==> src/rtl/core/sensor_sample_smoothing_filters_top_assert.svh <==
// ---------------------------------------------------------------------------
// Sensor smoothing filters assertion macros
// Clocked property shorthands; expect clk and rst_n in the using scope.
// ---------------------------------------------------------------------------
`ifndef SENSOR_SAMPLE_SMOOTHING_FILTERS_TOP_ASSERT_SVH
`define SENSOR_SAMPLE_SMOOTHING_FILTERS_TOP_ASSERT_SVH

// same-cycle implication
`define SSSF_ASSERT_NOW(lbl, ante, cons, msg) \
  lbl: assert property (@(posedge clk) disable iff (!rst_n) (ante) |-> (cons)) \
    else $error(msg);

// next-cycle implication
`define SSSF_ASSERT_NEXT(lbl, ante, cons, msg) \
  lbl: assert property (@(posedge clk) disable iff (!rst_n) (ante) |=> (cons)) \
    else $error(msg);

`endif

==> src/rtl/core/sssf_pkg.sv <==
// ---------------------------------------------------------------------------
// Sensor smoothing filters package
// Shared types, reset levels and register indexes.
// ---------------------------------------------------------------------------
`default_nettype none

package sssf_pkg;

  localparam int unsigned DATA_W  = 16;
  localparam int unsigned FIR_LEN = 6;
  localparam int unsigned CFG_IDX_W = 3;

  localparam logic signed [15:0] RESET_LEVEL = 16'sd16000;
  localparam logic signed [31:0] IIR_RESET   = 32'sd524288000;

  localparam logic signed [15:0] FIR_OUTER_RST  = 16'sd865;
  localparam logic signed [15:0] FIR_MIDDLE_RST = 16'sd4604;
  localparam logic signed [15:0] FIR_INNER_RST  = 16'sd10915;
  localparam logic [14:0]        IIR_KEEP_RST   = 15'd26214;
  localparam logic [14:0]        IIR_WEIGHT_RST = 15'd6554;

  typedef enum logic [CFG_IDX_W-1:0] {
    REG_FIR_OUTER  = 3'd0,
    REG_FIR_MIDDLE = 3'd1,
    REG_FIR_INNER  = 3'd2,
    REG_IIR_KEEP   = 3'd3,
    REG_IIR_WEIGHT = 3'd4
  } reg_idx_t;

  typedef struct packed {
    logic signed [15:0] fir_outer;
    logic signed [15:0] fir_middle;
    logic signed [15:0] fir_inner;
    logic [14:0]        iir_keep;
    logic [14:0]        iir_weight;
  } cfg_t;

  typedef struct packed {
    logic take;
    logic load;
  } ctl_t;

  typedef logic [FIR_LEN-1:0][DATA_W-1:0] dly_t;

endpackage

`default_nettype wire

==> src/rtl/core/sssf_state.sv <==
// ---------------------------------------------------------------------------
// Sensor smoothing filters state stage
// Window shift line and running sum, FIR delay line and IIR recurrence.
// ---------------------------------------------------------------------------
`default_nettype none

module sssf_state
  import sssf_pkg::*;
#(
  parameter int unsigned MAF_TAPS = 8
) (
  input  wire logic                                    clk,
  input  wire logic                                    rst_n,
  input  wire ctl_t                                    ctl,
  input  wire cfg_t                                    cfg,
  input  wire logic signed [15:0]                      sample,
  output logic signed [16+$clog2(MAF_TAPS)-1:0]        sum_r,
  output dly_t                                         dly_r,
  output logic signed [31:0]                           iir_r
);

  localparam int unsigned SW = 16 + $clog2(MAF_TAPS);
  localparam logic signed [SW-1:0] SUM_RST = SW'(MAF_TAPS * 16000);

  logic signed [15:0]   win_r [MAF_TAPS];
  logic signed [SW-1:0] sum_nxt;
  logic signed [47:0]   keep_prod;
  logic signed [32:0]   keep_part;
  logic signed [31:0]   new_part;
  logic signed [33:0]   iir_sum;
  logic signed [31:0]   iir_nxt;

  assign sum_nxt = sum_r - SW'(win_r[MAF_TAPS-1]) + SW'(sample);

  assign keep_prod = 48'($signed({1'b0, cfg.iir_keep})) * 48'(iir_r);
  assign keep_part = keep_prod[47:15];
  assign new_part  = 32'($signed({1'b0, cfg.iir_weight})) * 32'(sample);
  assign iir_sum   = 34'(keep_part) + 34'(new_part);

  always_comb begin
    if (iir_sum > 34'sh0_7FFF_FFFF) begin
      iir_nxt = 32'sh7FFF_FFFF;
    end else if (iir_sum < -34'sh0_8000_0000) begin
      iir_nxt = 32'sh8000_0000;
    end else begin
      iir_nxt = iir_sum[31:0];
    end
  end

  always_ff @(posedge clk) begin
    if (!rst_n) begin
      for (int k = 0; k < MAF_TAPS; k++) begin
        win_r[k] <= RESET_LEVEL;
      end
      sum_r <= SUM_RST;
      for (int k = 0; k < FIR_LEN; k++) begin
        dly_r[k] <= RESET_LEVEL;
      end
      iir_r <= IIR_RESET;
    end else if (ctl.take) begin
      win_r[0] <= sample;
      for (int k = 1; k < MAF_TAPS; k++) begin
        win_r[k] <= win_r[k-1];
      end
      sum_r <= sum_nxt;
      dly_r[0] <= sample;
      for (int k = 1; k < FIR_LEN; k++) begin
        dly_r[k] <= dly_r[k-1];
      end
      iir_r <= iir_nxt;
    end
  end

endmodule

`default_nettype wire

==> config.mk <==
export PLATFORM = sky130hd
export DESIGN_NAME = sssf_state
export DESIGN_NICKNAME = d
export VERILOG_FILES = /design/src/rtl/core/sensor_sample_smoothing_filters_top_assert.svh /design/src/rtl/core/sssf_pkg.sv /design/src/rtl/core/sssf_state.sv
export SDC_FILE = /design/constraint.sdc
export NUM_CORES = 2
export LEC_CHECK = 0
export BUFFER_PORTS_ARGS = -buffer_cell sky130_fd_sc_hd__clkbuf_2
export CORE_MARGIN = 10
export CORE_UTILIZATION = 65
export CTS_BUF_LIST = sky130_fd_sc_hd__clkbuf_8
export CTS_CLUSTER_DIAMETER = 60
export DETAILED_ROUTE_END_ITERATION = 10
export PLACE_DENSITY = 0.89
export SLEW_MARGIN = 20
export SYNTH_ARGS = -nofsm -noshare
export SYNTH_HDL_FRONTEND = slang
export SYNTH_SLANG_ARGS = --single-unit
==> constraint.sdc <==
create_clock -name clk -period 18.2 [get_ports clk]
set_input_delay 1.82 -clock clk [delete_from_list [all_inputs] [get_ports clk]]
set_output_delay 1.82 -clock clk [all_outputs]
set_load 0.01 [all_outputs]
==> run metrics <==
status completed; critical path class input port to flop; initial antenna violation count 0; CP startpoint cfg[23]; Hold Crit Class flop to flop; number of CTS-inserted buffers 42; Final Max Slew Viols 0; Core Region 55,000 um2; Clock Skew ~0.017 ns; GR Overflow Total 0; Iteration-0 DRC Markers 2,033; # IOs 245; Top delay family on crit path adder cells; CTS max path bufs 3; fin cells 4,583; XOR/XNOR Fraction of Synth Area 0.0185; largest family of logic cells by synthesized area adder cells; EDFF count, synth 128; placed cell count 4,506; Final ANT Viol Nets 0; CP endpoint kind flop; Area Overhead vs Synth 6.11%; Initial Util 0.655; asr flop ratio synth 0; Seq/Total Area, Yosys 0.188; Netlist cell types 60; clk slew on worst S/H paths 0.06 ns; routed len/inst roughly 19 um; Required @ worst endpoint roughly 19 ns; DRC 0; clk sinks 275; Slowest cell on crit path clkbuf_2; Ant. Diodes 0; vias in the first global route around 29k; Final nets slightly below 5k; Max Cap Viol 0; Setup Buffers After CTS 0; Hold Buf Count CTS 0; Clock Latency Late Sink 0.55 ns; Chip Width 255 um; hold path cells 2; RSZ-0062 raised after global routing no; htree depth 2; relative slew slack 0.226; Reg2Reg Depth 42; Clk Tree Root Cell clkbuf_8; Synth Area in Compound Gates 0.0471; Post-Synth Adder-Cell Area 0.468; Critical Path Fanout Max 32; CP most frequent cell fa_1; ratio of cells with drive above 1 in the final layout 0.0806; crit-path max cell delay 0.67 ns; IO buf count a little under 200; #FFs+latches synth 275; routed vias 25.9k; Mapped Nets 4,750; Die Area ~65,000 um2; ys flop type dfxtp_1; worst hold start dly_r[92]; mux contribution to synthesized area 0.0247; largest net degree at the start of global routing 90; Bufs and invs on worst path 6; CTS tree built; first-pass GRT wire length about 140,000 um; synthesized cell area 36,000 um2; CP Launch Type input port; Post-CTS Resized 0; total wire length 86,300 um; Tmin final 13.86 ns; die height ~260 um; beginning of the worst register-to-register path iir_r[12]; RD Place Congestion just over 0.9; Simple-Gate Fraction of Synth Area 0.153; setup_tns 0 ns; Worst Tran Pin Value 1.16 ns; row count 86; Crit. path cell count 43; yosys warns 0; syn avg cell area 9.70 um2; drt pass-1 iters 5; Final Setup Violations 0; Tcrit/Tclk final 0.761; Crit path arrival time 14.35 ns; f_max 72.2 MHz; Final Hold Viols 0; DP Wirelength 66,100 um; Post-Syn Instances 3,715; Via density 5.66; minimum hold slack between 0.4 and 0.5 ns; Total GRT Usage 0.270
registers in the layout, indices dropped and copies added, names as in the netlist:
| register | flops |
|---|---|
| sum_r | 19 |
| win_r | 128 |
| dly_r | 96 |
| iir_r | 32 |
stage by stage:
step / instance area (um2) / utilization / setup slack [ns]
6_report: 38200 / 0.696 / 4.34
3_3_place_gp: 37400 / 0.680 / 4.42
4_1_cts: 38200 / 0.696 / 4.57
2_1_floorplan: 36000 / - / 6.06
3_5_place_dp: 37400 / 0.680 / 4.06
5_1_grt: 38200 / 0.696 / 3.52
cells in the mapped netlist (6+ instances only):
library cell | n | area, um2
inv_1 | 799 | 3000
fa_1 | 683 | 13700
nand2_1 | 476 | 1790
and2_1 | 331 | 2070
ha_1 | 254 | 3180
clkbuf_1 | 148 | 556
dfxtp_1 | 147 | 2940
nor2_1 | 139 | 522
edfxtp_1 | 128 | 3840
mux2i_1 | 89 | 891
a21oi_1 | 68 | 340
and3_1 | 54 | 338
xnor2_1 | 46 | 403
o21ai_0 | 41 | 205
a21o_1 | 39 | 293
nand2b_1 | 39 | 244
or2_2 | 32 | 200
xor2_1 | 30 | 263
a221o_1 | 20 | 200
nor3_1 | 20 | 100
o21a_1 | 19 | 143
nand3_1 | 17 | 85.1
a211oi_1 | 10 | 75.1
o211ai_1 | 9 | 67.6
nor2b_1 | 8 | 50.1
buf_1 | 6 | 22.5
nand4_1 | 6 | 37.5
metal layers:
metal  global-route usage  up-vias  wire length [um]
li1                     -    11391                 -
met1                0.347    12927             33000
met2                0.445     1404             41600
met3               0.0680      222              9200
met4               0.0820        0              2490
met5                    0        -                 0
logic make-up (layout without fill, tap and decap cells):
group,count (synthesis),in the layout
AO/OA/AOI/OAI,245,245
AND/OR/NAND/NOR,1135,1135
XOR/XNOR,76,76
adder cells (fa/ha/maj),937,937
buffers and inverters,958,1078
flip-flops,275,275
multiplexers,89,89
cells in the final DEF, fill, tap and decap left out, types with 32 or more instances in the layout:
cell type / instances
edfxtp_1: 128
or2_2: 32
nand2_1: 476
mux2i_1: 89
xnor2_1: 46
a21o_1: 39
clkbuf_2: 193
fa_1: 683
ha_1: 254
inv_1: 808
dfxtp_1: 147
nand2b_1: 39
nor2_1: 138
and3_1: 54
and2_1: 331
clkbuf_8: 47
a21oi_1: 68
o21ai_0: 41
worst min-delay path, delay by kind of cell, from the launching register on:
kind,cells,cell delay [ns]
multiplexers,1,0.06
flip-flops,1,0.32
AND/OR/NAND/NOR,1,0.06
area by class of cell:
type                    instances  area (um2)
clock buffers                  47         647
clock inverters                30         191
fillers                      3755       16700
inverters                     799        3000
multi-input cells            2482       25600
flip-flops and latches        275        6790
well taps                     748         936
repair buffers                202        1040
worst paths after layout:
kind / endpoint / slack, ns
setup / recovery: iir_r[2] / 4.34
hold / removal: dly_r[92] / 0.47
setup reg to reg: iir_r[2] / 5.46
hold reg to reg: dly_r[92] / 0.47
Power is not shown: default switching activity piles up to over one toggle a cycle in this logic, so the estimate is an artifact.
